**src/hw/rtl/h264fua_pkg.sv**
```systemverilog
`timescale 1ns / 1ps
// ----------------------------------------------------------------------------
// h264fua_pkg
// Shared types and constants of the H.264 RTP FU-A packetizer.
// ----------------------------------------------------------------------------
package h264fua_pkg;

  localparam int LENGTH_BITS_DEF = 18;

  // Register indexes on the configuration port
  localparam logic [1:0] REG_SOURCE_ID      = 2'd0;
  localparam logic [1:0] REG_PAYLOAD_TYPE   = 2'd1;
  localparam logic [1:0] REG_TIMESTAMP_STEP = 2'd2;
  localparam logic [1:0] REG_MAX_PAYLOAD    = 2'd3;

  // Register reset values
  localparam logic [31:0] SOURCE_ID_RST      = 32'd0;
  localparam logic [6:0]  PAYLOAD_TYPE_RST   = 7'd96;
  localparam logic [31:0] TIMESTAMP_STEP_RST = 32'd3600;
  localparam logic [11:0] MAX_PAYLOAD_RST    = 12'd1448;

  localparam logic [11:0] MIN_PAYLOAD   = 12'd3;
  localparam logic [11:0] FU_OVERHEAD   = 12'd2;
  localparam int          START_CODE_LEN = 4;
  localparam int          FRAME_MIN      = 5;

  // RTP and FU-A byte constants
  localparam logic [7:0] RTP_VERSION_BYTE = 8'h80;
  localparam logic [7:0] NRI_MASK         = 8'hE0;
  localparam logic [7:0] TYPE_MASK        = 8'h1F;
  localparam logic [7:0] FU_A_TYPE        = 8'd28;
  localparam logic [7:0] FU_START_BIT     = 8'h80;
  localparam logic [7:0] FU_END_BIT       = 8'h40;

  // Position within a frame
  localparam logic [2:0] POS_NAL_HEADER = 3'd4;
  localparam logic [2:0] POS_PAYLOAD    = 3'd5;

  // Byte slots of one serialised packet piece
  localparam logic [3:0] IDX_VERSION    = 4'd0;
  localparam logic [3:0] IDX_MARKER_PT  = 4'd1;
  localparam logic [3:0] IDX_SEQ_HI     = 4'd2;
  localparam logic [3:0] IDX_SEQ_LO     = 4'd3;
  localparam logic [3:0] IDX_TS_3       = 4'd4;
  localparam logic [3:0] IDX_TS_2       = 4'd5;
  localparam logic [3:0] IDX_TS_1       = 4'd6;
  localparam logic [3:0] IDX_TS_0       = 4'd7;
  localparam logic [3:0] IDX_SSRC_3     = 4'd8;
  localparam logic [3:0] IDX_SSRC_2     = 4'd9;
  localparam logic [3:0] IDX_SSRC_1     = 4'd10;
  localparam logic [3:0] IDX_SSRC_0     = 4'd11;
  localparam logic [3:0] IDX_FU_IND     = 4'd12;
  localparam logic [3:0] IDX_FU_HDR     = 4'd13;
  localparam logic [3:0] IDX_PLAIN_DATA = 4'd12;
  localparam logic [3:0] IDX_FU_DATA    = 4'd14;
  localparam logic [3:0] IDX_DATA_ONLY  = 4'd0;

  // One classified input byte, as handed from front to back
  typedef struct packed {
    logic        has_header;
    logic        marker;
    logic [15:0] seq;
    logic [31:0] ts;
    logic        fu;
    logic [7:0]  fu_ind;
    logic [7:0]  fu_hdr;
    logic [7:0]  data;
    logic        pend;
  } cmd_t;

  typedef struct packed {
    logic [31:0] timestamp_step;
    logic [11:0] max_payload;
  } front_cfg_t;

  typedef struct packed {
    logic [31:0] source_id;
    logic [6:0]  payload_type;
  } back_cfg_t;

endpackage

```
**src/hw/rtl/h264fua_if.sv**
```systemverilog
`timescale 1ns / 1ps
// ----------------------------------------------------------------------------
// h264fua channel interfaces
// Frame byte input, packet byte output and register write channels.
// ----------------------------------------------------------------------------
interface h264fua_in_if #(
  parameter int LENGTH_BITS = h264fua_pkg::LENGTH_BITS_DEF
);
  logic                   valid;
  logic                   ready;
  logic [7:0]             data_byte;
  logic                   frame_start;
  logic [LENGTH_BITS-1:0] frame_length;

  modport source (output valid, data_byte, frame_start, frame_length, input ready);
  modport sink   (input valid, data_byte, frame_start, frame_length, output ready);
endinterface

interface h264fua_out_if;
  logic       valid;
  logic       ready;
  logic [7:0] packet_byte;
  logic       packet_end;
  logic       run_last;

  modport source (output valid, packet_byte, packet_end, run_last, input ready);
  modport sink   (input valid, packet_byte, packet_end, run_last, output ready);
endinterface

interface h264fua_cfg_if;
  logic        valid;
  logic        ready;
  logic [1:0]  index;
  logic [31:0] data;

  modport source (output valid, index, data, input ready);
  modport sink   (input valid, index, data, output ready);
endinterface

```
**src/hw/rtl/h264fua_front.sv**
```systemverilog
`timescale 1ns / 1ps
// ----------------------------------------------------------------------------
// h264fua_front
// Tracks frame state per input byte and turns the bytes it forwards into commands.
// ----------------------------------------------------------------------------
module h264fua_front #(
  parameter int LENGTH_BITS = h264fua_pkg::LENGTH_BITS_DEF
) (
  input  logic                     clk,
  input  logic                     rst,
  h264fua_in_if.sink               frame_in,
  input  h264fua_pkg::front_cfg_t  cfg,
  input  logic                     full,
  output logic                     push,
  output h264fua_pkg::cmd_t        push_cmd
);

  localparam int CW = (LENGTH_BITS > 13) ? LENGTH_BITS : 13;

  logic [15:0]            seq, seq_next;
  logic [31:0]            ts, ts_next;
  logic [LENGTH_BITS-1:0] rem, rem_next;
  logic [2:0]             pos, pos_next;
  logic                   fmode, fmode_next;
  logic [7:0]             held, held_next;
  logic [11:0]            fill, fill_next;
  logic                   first_frag, first_frag_next;
  logic                   emit;
  logic                   accept;

  assign frame_in.ready = !full && !rst;
  assign accept = frame_in.valid && frame_in.ready;
  assign push = accept && emit;

  always_comb begin
    logic [LENGTH_BITS-1:0] r;
    logic [11:0]            eff, fmax, fill_inc;
    logic [CW-1:0]          len_w, lim_w;
    logic                   rem_one, frag_end, last_pkt;
    logic [7:0]             fuh;

    eff = (cfg.max_payload < h264fua_pkg::MIN_PAYLOAD) ? h264fua_pkg::MIN_PAYLOAD
                                                      : cfg.max_payload;
    fmax = eff - h264fua_pkg::FU_OVERHEAD;
    len_w = CW'(frame_in.frame_length);
    lim_w = CW'(eff) + CW'(h264fua_pkg::START_CODE_LEN);
    fill_inc = '0;
    rem_one = 1'b0;
    frag_end = 1'b0;
    last_pkt = 1'b0;
    fuh = '0;

    r = rem;
    pos_next = pos;
    fmode_next = fmode;
    fill_next = fill;
    first_frag_next = first_frag;
    ts_next = ts;
    held_next = held;
    emit = 1'b0;
    push_cmd = '0;

    if (frame_in.frame_start) begin
      r = '0;
      pos_next = '0;
      fmode_next = 1'b0;
      fill_next = '0;
      first_frag_next = 1'b1;
      if (len_w >= CW'(h264fua_pkg::FRAME_MIN)) begin
        r = frame_in.frame_length;
        ts_next = ts + cfg.timestamp_step;
        fmode_next = len_w > lim_w;
      end
    end

    rem_next = r;
    if (r != '0) begin
      rem_next = r - LENGTH_BITS'(1);
      rem_one = (r == LENGTH_BITS'(1));
      if (pos_next < h264fua_pkg::POS_NAL_HEADER) begin
        pos_next = pos_next + 3'd1;
      end else if (pos_next == h264fua_pkg::POS_NAL_HEADER) begin
        pos_next = h264fua_pkg::POS_PAYLOAD;
        if (fmode_next) begin
          held_next = frame_in.data_byte;
        end else begin
          emit = 1'b1;
          push_cmd.has_header = 1'b1;
          push_cmd.marker = 1'b1;
          push_cmd.pend = rem_one;
        end
      end else if (!fmode_next) begin
        emit = 1'b1;
        push_cmd.pend = rem_one;
      end else begin
        emit = 1'b1;
        if (fill_next == '0) begin
          frag_end = CW'(r) <= CW'(fmax);
          fuh = held & h264fua_pkg::TYPE_MASK;
          if (first_frag_next) begin
            fuh = fuh | h264fua_pkg::FU_START_BIT;
          end else if (frag_end) begin
            fuh = fuh | h264fua_pkg::FU_END_BIT;
          end
          push_cmd.has_header = 1'b1;
          push_cmd.marker = frag_end;
          push_cmd.fu = 1'b1;
          push_cmd.fu_ind = (held & h264fua_pkg::NRI_MASK) | h264fua_pkg::FU_A_TYPE;
          push_cmd.fu_hdr = fuh;
          first_frag_next = 1'b0;
        end
        fill_inc = fill_next + 12'd1;
        last_pkt = (fill_inc >= fmax) || rem_one;
        push_cmd.pend = last_pkt;
        fill_next = last_pkt ? 12'd0 : fill_inc;
      end
    end

    push_cmd.data = frame_in.data_byte;
    push_cmd.seq = seq;
    push_cmd.ts = ts_next;
    seq_next = push_cmd.has_header ? seq + 16'd1 : seq;
  end

  always_ff @(posedge clk) begin
    if (rst) begin
      seq <= '0;
      ts <= '0;
      rem <= '0;
      pos <= '0;
      fmode <= 1'b0;
      held <= '0;
      fill <= '0;
      first_frag <= 1'b1;
    end else if (accept) begin
      seq <= seq_next;
      ts <= ts_next;
      rem <= rem_next;
      pos <= pos_next;
      fmode <= fmode_next;
      held <= held_next;
      fill <= fill_next;
      first_frag <= first_frag_next;
    end
  end

endmodule

```
**src/hw/rtl/h264fua_queue.sv**
```systemverilog
`timescale 1ns / 1ps
// ----------------------------------------------------------------------------
// h264fua_queue
// Two-entry command queue between the classifier and the serialiser.
// ----------------------------------------------------------------------------
module h264fua_queue (
  input  logic               clk,
  input  logic               rst,
  input  logic               push,
  input  h264fua_pkg::cmd_t  push_cmd,
  output logic               full,
  input  logic               pop,
  output h264fua_pkg::cmd_t  head,
  output logic               head_valid
);

  h264fua_pkg::cmd_t entry [2];
  logic       wr_ptr, rd_ptr;
  logic [1:0] count;

  assign full = (count == 2'd2);
  assign head_valid = (count != 2'd0);
  assign head = entry[rd_ptr];

  always_ff @(posedge clk) begin
    if (push) begin
      entry[wr_ptr] <= push_cmd;
    end
  end

  always_ff @(posedge clk) begin
    if (rst) begin
      wr_ptr <= 1'b0;
      rd_ptr <= 1'b0;
      count <= '0;
    end else begin
      if (push) begin
        wr_ptr <= !wr_ptr;
      end
      if (pop) begin
        rd_ptr <= !rd_ptr;
      end
      count <= count + 2'(push) - 2'(pop);
    end
  end

endmodule

```
**src/hw/rtl/h264fua_back.sv**
```systemverilog
`timescale 1ns / 1ps
// ----------------------------------------------------------------------------
// h264fua_back
// Serialises each queued command: RTP header and FU bytes if present, then data byte.
// ----------------------------------------------------------------------------
module h264fua_back (
  input  logic                    clk,
  input  logic                    rst,
  input  h264fua_pkg::cmd_t       head,
  input  logic                    head_valid,
  output logic                    pop,
  input  h264fua_pkg::back_cfg_t  cfg,
  h264fua_out_if.source           packet_out
);

  logic [3:0] idx;
  logic [3:0] last_idx;
  logic       is_data;
  logic       load;
  logic [7:0] hdr_byte;

  always_comb begin
    if (!head.has_header) begin
      last_idx = h264fua_pkg::IDX_DATA_ONLY;
    end else if (head.fu) begin
      last_idx = h264fua_pkg::IDX_FU_DATA;
    end else begin
      last_idx = h264fua_pkg::IDX_PLAIN_DATA;
    end
  end

  assign is_data = (idx == last_idx);
  assign load = head_valid && (!packet_out.valid || packet_out.ready);
  assign pop = load && is_data;

  always_comb begin
    case (idx)
      h264fua_pkg::IDX_VERSION:   hdr_byte = h264fua_pkg::RTP_VERSION_BYTE;
      h264fua_pkg::IDX_MARKER_PT: hdr_byte = {head.marker, cfg.payload_type};
      h264fua_pkg::IDX_SEQ_HI:    hdr_byte = head.seq[15:8];
      h264fua_pkg::IDX_SEQ_LO:    hdr_byte = head.seq[7:0];
      h264fua_pkg::IDX_TS_3:      hdr_byte = head.ts[31:24];
      h264fua_pkg::IDX_TS_2:      hdr_byte = head.ts[23:16];
      h264fua_pkg::IDX_TS_1:      hdr_byte = head.ts[15:8];
      h264fua_pkg::IDX_TS_0:      hdr_byte = head.ts[7:0];
      h264fua_pkg::IDX_SSRC_3:    hdr_byte = cfg.source_id[31:24];
      h264fua_pkg::IDX_SSRC_2:    hdr_byte = cfg.source_id[23:16];
      h264fua_pkg::IDX_SSRC_1:    hdr_byte = cfg.source_id[15:8];
      h264fua_pkg::IDX_SSRC_0:    hdr_byte = cfg.source_id[7:0];
      h264fua_pkg::IDX_FU_IND:    hdr_byte = head.fu_ind;
      h264fua_pkg::IDX_FU_HDR:    hdr_byte = head.fu_hdr;
      default:                    hdr_byte = head.data;
    endcase
  end

  always_ff @(posedge clk) begin
    if (load) begin
      packet_out.packet_byte <= is_data ? head.data : hdr_byte;
      packet_out.packet_end <= is_data && head.pend;
      packet_out.run_last <= is_data;
    end
  end

  always_ff @(posedge clk) begin
    if (rst) begin
      packet_out.valid <= 1'b0;
      idx <= '0;
    end else begin
      if (load) begin
        packet_out.valid <= 1'b1;
        idx <= is_data ? 4'd0 : idx + 4'd1;
      end else if (packet_out.ready) begin
        packet_out.valid <= 1'b0;
      end
    end
  end

endmodule

```
**src/hw/rtl/h264_rtp_fua_packetizer.sv**
```systemverilog
`timescale 1ns / 1ps
// ----------------------------------------------------------------------------
// h264_rtp_fua_packetizer
// Turns a start-code framed H.264 byte stream into RTP packets, using single
// NAL unit packets or FU-A fragments, one output byte per transfer.
// ----------------------------------------------------------------------------
//  channel     dir  carries                                   handshake
//  frame_in    in   data_byte, frame_start, frame_length      valid/ready
//  packet_out  out  packet_byte, packet_end, run_last         valid/ready
//  cfg         in   index, data (register write)              valid/ready
//
// A payload byte is registered in the queue and then in the output register;
// a byte that opens a packet is sent as 13 output bytes (single NAL) or 15
// (FU-A), as the serialiser emits one header byte per cycle unless stalled.
// Start code and held NAL header bytes give no output.
// A two-entry queue lets input keep flowing while the output stalls.
// Synchronous reset restores register defaults and clears all frame state.
// ----------------------------------------------------------------------------
module h264_rtp_fua_packetizer #(
  parameter int LENGTH_BITS = h264fua_pkg::LENGTH_BITS_DEF
) (
  input  logic           clk,
  input  logic           rst,
  h264fua_in_if.sink     frame_in,
  h264fua_out_if.source  packet_out,
  h264fua_cfg_if.sink    cfg
);

  logic [31:0] source_id;
  logic [6:0]  payload_type;
  logic [31:0] timestamp_step;
  logic [11:0] max_payload;

  h264fua_pkg::front_cfg_t front_cfg;
  h264fua_pkg::back_cfg_t  back_cfg;
  h264fua_pkg::cmd_t       push_cmd, head;
  logic                    push, full, pop, head_valid;

  assign cfg.ready = !rst;

  always_ff @(posedge clk) begin
    if (rst) begin
      source_id <= h264fua_pkg::SOURCE_ID_RST;
      payload_type <= h264fua_pkg::PAYLOAD_TYPE_RST;
      timestamp_step <= h264fua_pkg::TIMESTAMP_STEP_RST;
      max_payload <= h264fua_pkg::MAX_PAYLOAD_RST;
    end else if (cfg.valid && cfg.ready) begin
      case (cfg.index)
        h264fua_pkg::REG_SOURCE_ID:      source_id <= cfg.data;
        h264fua_pkg::REG_PAYLOAD_TYPE:   payload_type <= cfg.data[6:0];
        h264fua_pkg::REG_TIMESTAMP_STEP: timestamp_step <= cfg.data;
        h264fua_pkg::REG_MAX_PAYLOAD:    max_payload <= cfg.data[11:0];
        default: ;
      endcase
    end
  end

  assign front_cfg.timestamp_step = timestamp_step;
  assign front_cfg.max_payload = max_payload;
  assign back_cfg.source_id = source_id;
  assign back_cfg.payload_type = payload_type;

  h264fua_front #(
    .LENGTH_BITS (LENGTH_BITS)
  ) u_front (
    .clk      (clk),
    .rst      (rst),
    .frame_in (frame_in),
    .cfg      (front_cfg),
    .full     (full),
    .push     (push),
    .push_cmd (push_cmd)
  );

  h264fua_queue u_queue (
    .clk        (clk),
    .rst        (rst),
    .push       (push),
    .push_cmd   (push_cmd),
    .full       (full),
    .pop        (pop),
    .head       (head),
    .head_valid (head_valid)
  );

  h264fua_back u_back (
    .clk        (clk),
    .rst        (rst),
    .head       (head),
    .head_valid (head_valid),
    .pop        (pop),
    .cfg        (back_cfg),
    .packet_out (packet_out)
  );

endmodule
```
**src/flat_wrapper.sv**
```systemverilog
// flat-port wrapper written by rule: the top's interface ports become plain ports
module h264_rtp_fua_packetizer_flat 
#(
  parameter int LENGTH_BITS = h264fua_pkg::LENGTH_BITS_DEF
)
  (clk, rst, frame_in_valid, frame_in_data_byte, frame_in_frame_start, frame_in_frame_length, frame_in_ready, packet_out_valid, packet_out_packet_byte, packet_out_packet_end, packet_out_run_last, packet_out_ready, cfg_valid, cfg_index, cfg_data, cfg_ready);
  h264fua_in_if #(.LENGTH_BITS(LENGTH_BITS)) frame_in_i ();
  h264fua_out_if packet_out_i ();
  h264fua_cfg_if cfg_i ();
  input  logic clk;
  input  logic rst;
  input wire logic [$bits(frame_in_i.valid)-1:0] frame_in_valid;
  input wire logic [$bits(frame_in_i.data_byte)-1:0] frame_in_data_byte;
  input wire logic [$bits(frame_in_i.frame_start)-1:0] frame_in_frame_start;
  input wire logic [$bits(frame_in_i.frame_length)-1:0] frame_in_frame_length;
  output wire logic [$bits(frame_in_i.ready)-1:0] frame_in_ready;
  output wire logic [$bits(packet_out_i.valid)-1:0] packet_out_valid;
  output wire logic [$bits(packet_out_i.packet_byte)-1:0] packet_out_packet_byte;
  output wire logic [$bits(packet_out_i.packet_end)-1:0] packet_out_packet_end;
  output wire logic [$bits(packet_out_i.run_last)-1:0] packet_out_run_last;
  input wire logic [$bits(packet_out_i.ready)-1:0] packet_out_ready;
  input wire logic [$bits(cfg_i.valid)-1:0] cfg_valid;
  input wire logic [$bits(cfg_i.index)-1:0] cfg_index;
  input wire logic [$bits(cfg_i.data)-1:0] cfg_data;
  output wire logic [$bits(cfg_i.ready)-1:0] cfg_ready;
  assign frame_in_i.valid = frame_in_valid;
  assign frame_in_i.data_byte = frame_in_data_byte;
  assign frame_in_i.frame_start = frame_in_frame_start;
  assign frame_in_i.frame_length = frame_in_frame_length;
  assign frame_in_ready = frame_in_i.ready;
  assign packet_out_valid = packet_out_i.valid;
  assign packet_out_packet_byte = packet_out_i.packet_byte;
  assign packet_out_packet_end = packet_out_i.packet_end;
  assign packet_out_run_last = packet_out_i.run_last;
  assign packet_out_i.ready = packet_out_ready;
  assign cfg_i.valid = cfg_valid;
  assign cfg_i.index = cfg_index;
  assign cfg_i.data = cfg_data;
  assign cfg_ready = cfg_i.ready;
  h264_rtp_fua_packetizer #(.LENGTH_BITS(LENGTH_BITS)) u_core (.clk(clk), .rst(rst), .frame_in(frame_in_i), .packet_out(packet_out_i), .cfg(cfg_i));
endmodule
```
**config.mk**
```make
export PLATFORM = sky130hd
export DESIGN_NAME = h264_rtp_fua_packetizer_flat
export DESIGN_NICKNAME = d
export VERILOG_FILES = /design/src/hw/rtl/h264fua_pkg.sv /design/src/hw/rtl/h264fua_if.sv /design/src/hw/rtl/h264fua_front.sv /design/src/hw/rtl/h264fua_queue.sv /design/src/hw/rtl/h264fua_back.sv /design/src/hw/rtl/h264_rtp_fua_packetizer.sv /design/src/flat_wrapper.sv
export SDC_FILE = /design/constraint.sdc
export NUM_CORES = 1
export LEC_CHECK = 0
export ABC_AREA = 1
export BUFFER_PORTS_ARGS = -buffer_cell sky130_fd_sc_hd__buf_2
export CORE_UTILIZATION = 30
export DETAILED_ROUTE_END_ITERATION = 8
export SLEW_MARGIN = 15
export SYNTH_ARGS = -nofsm -noshare
export SYNTH_HDL_FRONTEND = slang
export SYNTH_SLANG_ARGS = --single-unit
```
**constraint.sdc**
```tcl
create_clock -name clk -period 9.1 [get_ports clk]
set_input_delay 1.82 -clock clk [delete_from_list [all_inputs] [get_ports clk]]
set_output_delay 1.82 -clock clk [all_outputs]
set_load 0.1 [all_outputs]
```
**Word-level counts from Yosys, hierarchy flattened**

Memory sizes are Yosys's and may differ from the RTL's. A register that Yosys moved wholly into a read port is not among the register bits.
Index checks and enable logic that the tools add are counted.

- Bitwise gates (word level): 1
- Reduce and logical (&&, ||, !) cells: 26
- $lt $le $gt $ge: 6
- Add/sub/neg operators: 10
- Equality and inequality tests: 20
- Mux-type cells: 57

Operators with widths:

| kind | number |
|---|---|
| $pmux W8 S14 | 1 |
| $mux W17 | 5 |
| $mux W12 | 7 |
| $mux W32 | 2 |
| $mux W18 | 3 |
| $add A32 B32 Y32 | 1 |
| $eq A4 B4 Y1 const B | 6 |
| $mux W1 | 23 |
| $eq A18 B1 Y1 const B | 1 |
| $ge A18 B3 Y1 const B | 1 |
| $gt A18 B13 Y1 | 1 |
| $le A18 B12 Y1 | 1 |
| $reduce_bool A18 Y1 | 1 |
| $sub A18 B1 Y18 const B | 1 |
| $add A16 B1 Y16 const B | 1 |
| $eq A4 B3 Y1 const B | 4 |
| $mux W8 | 2 |
| $mux W2 | 7 |
| $add A12 B3 Y13 const B | 1 |
| $add A12 B1 Y12 const B | 1 |
| $ge A12 B12 Y1 | 1 |
| $logic_not A12 Y1 | 1 |
| $lt A12 B2 Y1 const B | 1 |
| $mux W3 | 4 |
| other kinds (23) | 43 |

- Output and inout port bits: 13
- Input port bits: 66
- Logic and storage cells: 141
- Memories: 1
- Memory bits (writable): 152
- Register bits after elaboration: 193

Memories:

| name | words | bits a word | read ports | clocked after Yosys merged registers in | wr ports | line | RTL |
|---|---|---|---|---|---|---|---|
| u_core.u_queue.entry | 2 | 76 | 1 | 1 | 1 | h264fua_queue.sv:17 | `h264fua_pkg::cmd_t entry [2];` |

**Depth between registers and ports, before layout**

Gate-level depths: netlist (run 1).

- Depth after elaboration: 13
- Gate-level depth with buffers: 28
- Depth with buffers taken out: 26

**Modules after synthesis**

A second synthesis (run 1) with hierarchy kept.

- Cell total of the unflattened synthesis: 2441
- Area, all modules: 19736.4 sq um

By module, submodules not included:

| module | area each (sq um) | cells each | times used | sequential area each (sq um) |
|---|---|---|---|---|
| h264fua_front | 8496.9 | 1343 | 1 | 1821.7 |
| h264fua_queue | 5865.6 | 268 | 1 | 4664.5 |
| h264_rtp_fua_packetizer | 3337.0 | 464 | 1 | 1661.6 |
| h264fua_back | 2037.0 | 366 | 1 | 400.4 |

**Least setup slack after synthesis (run 1)**

OpenSTA, ideal clock, no wires.

- Kind: input to register
- From: in rst
- To: mem u_core.u_queue.entry[0][0] (netlist bit) (enable)
- Stages: 5
- Slack: 1.783 ns
- Data arrival time: 6.819 ns
- Path buffers: 0
- Required time: 8.601 ns
- Setup time: 0.499 ns
- Cells stage by stage: a21oi_1 nand2_1 inv_1 nand3_4 nor2_1

- Word-level cells in the longest chain between the ends: 6

Ends and longest elaborated chain:

| element | line | RTL |
|---|---|---|
| from (decl) | flat_wrapper.sv:11 | `input logic rst;` |
| $logic_not A1 Y1 | h264fua_front.sv:31 | `assign frame_in.ready = !full && !rst;` |
| $logic_and A1 B1 Y1 | h264fua_front.sv:31 |  |
| $logic_and A1 B1 Y1 | h264fua_front.sv:32 | `assign accept = frame_in.valid && frame_in.ready;` |
| $logic_and A1 B1 Y1 | h264fua_front.sv:33 | `assign push = accept && emit;` |
| $mux W1 | h264fua_queue.sv:26 | `if (push) begin` |
| $mux W1 (implied by the code) | h264fua_queue.sv:27 | `entry[wr_ptr] <= push_cmd;` |
| to (decl) | h264fua_queue.sv:17 |  |

Every way passes these cells.

**Worst setup path after layout (run 1)**

- From: in frame_in_frame_start
- To: mem u_core.u_queue.entry[0][71] (netlist bit) (enable)

- Word-level cells in the longest chain between the ends: 8
- Elaborated cells between the ends (all ways): 13
- Classes of those cells: order compare (1); eq/ne (1); mux (9); reduce/logical (2)

Ends and longest elaborated chain:

| element | line | RTL |
|---|---|---|
| from (decl) | flat_wrapper.sv:14 | `input wire logic [$bits(frame_in_i.frame_start)-1:0] frame_in_frame_start;` |
| parallel branches: the longest is 4 deep, another holds $lt A3 B3 Y1 | n/a |  |
| $mux W1 * | h264fua_front.sv:77 | `if (r != '0) begin` |
| $logic_and A1 B1 Y1 * | h264fua_front.sv:33 |  |
| $mux W1 * | h264fua_queue.sv:26 |  |
| $mux W1 (implied by the code) * | h264fua_queue.sv:27 |  |

Every way passes the cells marked *.

==> results.md, run 1 <==
- Status: completed
- Filler cells: 6343
- Global placement routability congestion: 0.8842
- Register Area: 8189 um2
- GRT Total Usage: 17.15%
- Starting DRT DRC Count: 1282
- Nets: 2567
- Routed wl met2: 24140 um
- Number of flops mapped to enable cells by yosys: 150
- Ys async rst share: 0%
- Crit end category: register
- Vias in the first global route: 14.76k
- CP top delay family: simple AND/OR/NAND/NOR gates
- TritonCTS buffer count: 37
- Clock-pin slew on the worst setup and hold paths: 60 ps
- Post-CTS setup buffers: 0
- Initial Util: 30.33%
- Critical-path cell list: buf_2 -> buf_4 -> nand2_2 -> o22ai_1 -> inv_1 -> ha_1 -> nand2_1 -> nor2_1 -> nand2_2 -> nor2_4 -> nor2_8 -> nand3_4 -> nor2_4 -> buf_4
- CP max stage cell: nor2_4
- Most frequent cells in the layout: 561 x nand2_1, 316 x nor2_1, 238 x inv_1
- Post-DP HPWL: 39020 um
- Metal-1 WL: 25080 um
- Die height: 248.8 um
- Distinct cells, synth: 56
- Routed WL: 53650 um
- Placed cells: 3157
- Worst skew pair latency: 560 ps
- Final Critical Period: 5414 ps
- Port-buffer cells: 78
- Clock Sinks: 334
- Critical path class: primary input to register
- Share of cells above drive strength 1: 9.333%
- Avg Inst Size Synth: 7.745 um2
- Pin count of the biggest net entering global routing: 93
- Leak: 8.626 nW
- Hold crit path type: register to register
- Final Hold Viols: 0
- Die Wd: 248.8 um
- Met3 WL: 3221 um
- Number of diodes: 0
- Htree depth: 2
- CTS tree: built
- Synth Flop Type: dfxtp_1
- DR top layer: met4
- PostCTS Resize Cnt: 0
- RSZ-0062 raised after global routing: false
- First-pass GRT wire length: 83430 um
- Slew Limit Fails: 0
- Yosys warning count: 0
- Max Cap Viol: 0
- Ports: 79
- Post-route ant nets: 0
- CTS max path bufs: 3
- Cell Rows: 90
- Multi-input gate area: 8813 um2
- Peak supply drop: 0.09781 mV
- Fmax: 184.7 MHz
- Syn Std Cell Area: 18270 um2
- TritonRoute pass-1 iters: 5
- CTS Hold Buffers Added: 0
- Setup Total Neg Slack: 0 ps
- Critical path buffer and inverter count: 4
- Synth-to-Final Area Change: 13.28%
- CP Launch Type: primary input
- Area of the core: 60250 um2
- CTS Root Cell: clkbuf_16
- Worst Path Required: 9290 ps
- Seq/Total Area, Yosys: 44.81%
- PwrDens: 169.6 nW/um2
- Final cell count without fillers: 3225
- Commonest non-fill, non-tap cell in the layout: nand2_1
- Setup-failing EPs final: 0
- Via count: 15.69k
- Slew at the pin closest to its max-slew limit: 1001 ps
- FF+latch count, synth: 334
- Total nets after synthesis: 2512
- Wire per inst: 16.64 um
- Critical path arrival: 5600 ps
- Clock skew: 20.42 ps
- Slew margin rel.: 33.05%
- Total gr overflow: 0
- Drt drc: 0
- Die ar.: 61890 um2
- Antenna violations before repair: 0
- DR vias/cell: 4.865
- Post-Synthesis Cells: 2359
- Critical Path Fanout Max: 47
- Max incr delay on CP: 740 ps
- Final period util: 59.49%
-- final timing paths --
path | endpoint | cells past startpoint | from | slack, ps
worst min-delay path | u_core.source_id[13] | 2 | u_core.source_id[13] | 450
worst min register to register | u_core.source_id[13] | 2 | u_core.source_id[13] | 450
worst max-delay path | u_core.u_queue.entry[0][71] | 14 | frame_in_frame_start | 3690
worst max register to register | u_core.u_queue.entry[0][71] | 16 | u_core.max_payload[4] | 4420
-- cell families after synthesis --
kind of cell    count (synthesis)  synth area share (%)
compound gates                406                 12.71
flops                         334                 44.81
xor+xnor                       53                 2.541
simple gates                 1135                 26.17
buf+inv                       332                 7.108
mux                            12                0.6574
fa+ha+maj                      87                 5.999
-- through the flow --
step | power [mW] | cell area [um2] | setup slack (ps) | hold WS (ps) | util, %
detailed placement | 2.006 | 19460 | 3095 | 447.1 | 32.31
floorplan | 1.891 | 18270 | 1783 | 424.5 | -
CTS | 3.548 | 20700 | 3666 | 456.8 | 34.36
global route | 3.650 | 20700 | 3362 | 472.2 | 34.36
global placement | 2.005 | 19460 | 3117 | 445.3 | 32.31
finish | 3.511 | 20700 | 3686 | 454.0 | 34.36
-- final cells by class --
| type | count | area share (%) |
|---|---|---|
| tap | 782 | 4.727 |
| inverter | 250 | 4.558 |
| clock buffer | 46 | 4.794 |
| sequential | 334 | 39.56 |
| clock inverter | 22 | 1.167 |
| multi-input combinational | 1693 | 42.58 |
| timing repair buffer | 98 | 2.611 |
-- worst register-to-register path, delay by kind of cell, from the launching register on --
kind | cells | cell delay [ps]
AND/OR/NAND/NOR | 11 | 2260
AO/OA/AOI/OAI | 2 | 240
flip-flops | 1 | 490
XOR/XNOR | 1 | 340
buffers and inverters | 1 | 610
adder cells (fa/ha/maj) | 1 | 330
-- Yosys cell counts (25+ instances only) --
cell / n / area [um2]
nand4_1: 36 / 225.2
ha_1: 86 / 1076
a21oi_1: 129 / 645.6
nand2_1: 562 / 2110
o21ai_0: 170 / 850.8
nor2_1: 318 / 1194
inv_1: 240 / 900.9
nand3_1: 132 / 660.6
clkbuf_1: 60 / 225.2
edfxtp_1: 150 / 4504
xor2_1: 42 / 367.9
dfxtp_1: 184 / 3684
nor3_1: 25 / 125.1
-- report_power, final --
| part | leakage (nW) | internal, mW | switching, mW |
|---|---|---|---|
| Combinational | 5.15 | 0.110 | 0.242 |
| Sequential | 2.87 | 1.60 | 0.0244 |
| Clock | 0.600 | 0.897 | 0.636 |
| Total | 8.63 | 2.61 | 0.903 |
-- flip-flops by register name, summed over array words and instances (netlist names), named ones only --
signal,count
u_core.u_front.rem,18
u_core.timestamp_step,32
u_core.u_front.fmode,1
u_core.u_front.fill,12
u_core.max_payload,12
u_core.source_id,32
u_core.u_queue.count,2
u_core.u_queue.wr_ptr,1
u_core.u_back.packet_out.run_last,1
u_core.u_back.idx,4
u_core.u_front.ts,32
u_core.u_back.packet_out.valid,1
u_core.u_front.seq,16
u_core.u_front.first_frag,1
u_core.u_back.packet_out.packet_byte,8
u_core.u_front.pos,3
u_core.u_front.held,8
u_core.u_back.packet_out.packet_end,1
u_core.u_queue.entry,140
u_core.payload_type,7
u_core.u_queue.rd_ptr,1
-- metal layers --
layer  track usage (%)  up-vias
li1                  -     7943
met1             23.46     7258
met2             27.39      419
met3             3.041       71
met4             5.271        0
met5                 0        -
(Power assumes the default switching activity.)
==> run 2: changes to the inputs <==
==> constraint.sdc (replaced) <==
create_clock -name clk -period 4.4 [get_ports clk]
set_input_delay 0.88 -clock clk [delete_from_list [all_inputs] [get_ports clk]]
set_output_delay 0.88 -clock clk [all_outputs]
set_load 0.1 [all_outputs]
==> results.md, run 2 (synthesis results as in run 1) <==
- Post-DP HPWL: 39800 um (+2.0%)
- Clock-pin slew on the worst setup and hold paths: 60 ps (about the same)
- R2R Setup Slk: 360 ps (-4060 ps)
- Cell Rows: 90 (unchanged)
- Synth-to-Final Area Change: 14.42%
- Commonest non-fill, non-tap cell in the layout: nand2_1
- Status: completed
- TritonRoute pass-1 iters: 5 (unchanged)
- Register Area: 8189 um2 (unchanged)
- Global placement routability congestion: 0.8990 (+1.7%)
- Final Hold Viols: 0 (unchanged)
- Most common cell on crit path: nand2_1
- Port-buffer cells: 78 (unchanged)
- Vias in the first global route: 14.76k (-0.0068%)
- Max incr delay on CP: 470 ps (-270 ps)
- Setup-failing EPs final: 0 (unchanged)
- Htree depth: 2 (unchanged)
- Placed cells: 3163 (+0.19%)
- Comb pwr share: 9.9% (about the same)
- Fmax: 247.4 MHz
- Max reg flops: 140 (unchanged)
- Total gr overflow: 0 (unchanged)
- Slew at the pin closest to its max-slew limit: 1066 ps (+65.42 ps)
- Critical path class: register to register
- Worst Path Required: 4880 ps (-4410 ps)
- Critical path arrival: 4520 ps (-1080 ps)
- Reg power frac: 44.6% (-1.7 points)
- Crit end category: register
- Clk network pwr share: 45.5% (+1.8 points)
- Slew Limit Fails: 0 (unchanged)
- CTS max path bufs: 3 (unchanged)
- Max Cap Viol: 0 (unchanged)
- Number of diodes: 0 (unchanged)
- Critical Path Fanout Max: 10 (-79%)
- Register with the most flip-flops: u_core.u_queue.entry
- Power Internal: 5.601 mW (+110%)
- Routed WL: 54690 um (+1.9%)
- CTS tree: built
- Multi-input gate area: 8823 um2 (+0.11%)
- Filler cells: 6336 (-0.11%)
- Via count: 15.83k (+0.89%)
- Psw: 1.929 mW (+110%)
- Starting DRT DRC Count: 1170 (-8.7%)
- HP Start: u_core.source_id[17]
- Worst R2R Start: u_core.max_payload[4]
- Final period util: 91.86%
- Post-route ant nets: 0 (unchanged)
- Antenna violations before repair: 1 (+1)
- Most frequent cells in the layout: 561 x nand2_1, 316 x nor2_1, 238 x inv_1
- CTS Root Cell: clkbuf_16
- Setup crit start: u_core.max_payload[4]
- PostCTS Resize Cnt: 0 (unchanged)
- Leak: 8.726 nW (+1.2%)
- Clock skew: 28.08 ps (+7.653 ps)
- Hold crit path type: register to register
- Wire per inst: 16.91 um (+1.6%)
- CP max stage cell: dfxtp_1
- RSZ-0062 raised after global routing: false
- Drt drc: 0 (unchanged)
- Die Wd: 248.8 um (unchanged)
- First-pass GRT wire length: 84260 um (+0.99%)
- PwrDens: 360.1 nW/um2 (+110%)
- CTS Hold Buffers Added: 0 (unchanged)
- Final cell count without fillers: 3235 (+0.31%)
- Pin count of the biggest net entering global routing: 120 (+29%)
- Worst skew pair latency: 570 ps (about the same)
- Ports: 79 (unchanged)
- Critical path buffer and inverter count: 4 (unchanged)
- GRT Total Usage: 17.31% (+0.16 points)
- Initial Util: 30.33% (unchanged)
- Die ar.: 61890 um2 (unchanged)
- Peak supply drop: 0.1923 mV (+97%)
- Nets: 2575 (+0.31%)
- Area of the core: 60250 um2 (unchanged)
- Die height: 248.8 um (unchanged)
- Clock Sinks: 334 (unchanged)
- Switching part of the total: 25.61% (-0.096 points)
- Final Critical Period: 4042 ps
- Post-CTS setup buffers: 0 (unchanged)
- Share of cells above drive strength 1: 9.621% (+0.29 points)
- Setup Total Neg Slack: 0 ps (unchanged)
- CP top delay family: simple AND/OR/NAND/NOR gates
- Slew margin rel.: 28.50% (-4.6 points)
- CP Launch Type: register
- TritonCTS buffer count: 39 (+5.4%)
- DR vias/cell: 4.893 (+0.57%)
run 2: layer usage:
layer	GRT usage, %	share of wire (%)
met1	23.29	46
met2	27.46	45
met3	3.730	6.6
met4	5.643	2.9
met5	0	0.037
run 2: worst paths after layout:
check,endpoint,cells past startpoint
max,u_core.u_front.fill[2],25
min,u_core.source_id[17],2
max reg2reg,u_core.u_front.fill[2],25
min reg2reg,u_core.source_id[17],2
run 2: power by group through the flow:
stage          sequential, mW  clock [mW]  combinational (mW)
2_1_floorplan            3.41           0               0.502
3_3_place_gp             3.42           0               0.736
3_5_place_dp             3.42           0               0.736
4_1_cts                  3.36        3.50               0.741
5_1_grt                  3.37        3.60               0.831
6_report                 3.36        3.43               0.743
run 2: area by class of cell:
class	instances	share of cell area (%)
clock buffers	49	4.997
inverters	250	4.513
repair buffers	104	2.980
flip-flops and latches	334	39.17
clock inverters	23	1.454
well taps	782	4.680
multi-input cells	1693	42.20
run 2: through the flow:
stage	setup WS (ps)	hold WS, ps	utilization, %	area [um2]	power [mW]
2_1_floorplan	301.5	424.5	-	18290	3.910
3_3_place_gp	390.6	435.1	32.45	19550	4.161
3_5_place_dp	356.4	440.3	32.45	19550	4.161
4_1_cts	326.5	449.0	34.69	20900	7.595
5_1_grt	55.04	491.2	34.70	20910	7.794
6_report	358.4	450.7	34.70	20910	7.529
run 2: worst reg2reg max path: stages, from the launching register on:
cell and delay [ps]:
dfxtp_1 470, nor2_1 110, nand2_1 100, nor2_1 50
nand4_1 70, inv_1 50, nor2_1 220, ha_1 270
nand4_1 160, nor3_1 280, nand2_1 150, xor2_2 290
ha_1 310, nand2_1 90, inv_1 40, nand3_1 100
inv_1 50, nand2_1 60, nand2_1 50, a211oi_1 270
nand2_1 180, inv_2 210, nand3_1 100, nand2_1 80
nand2_1 40, a21oi_1 180
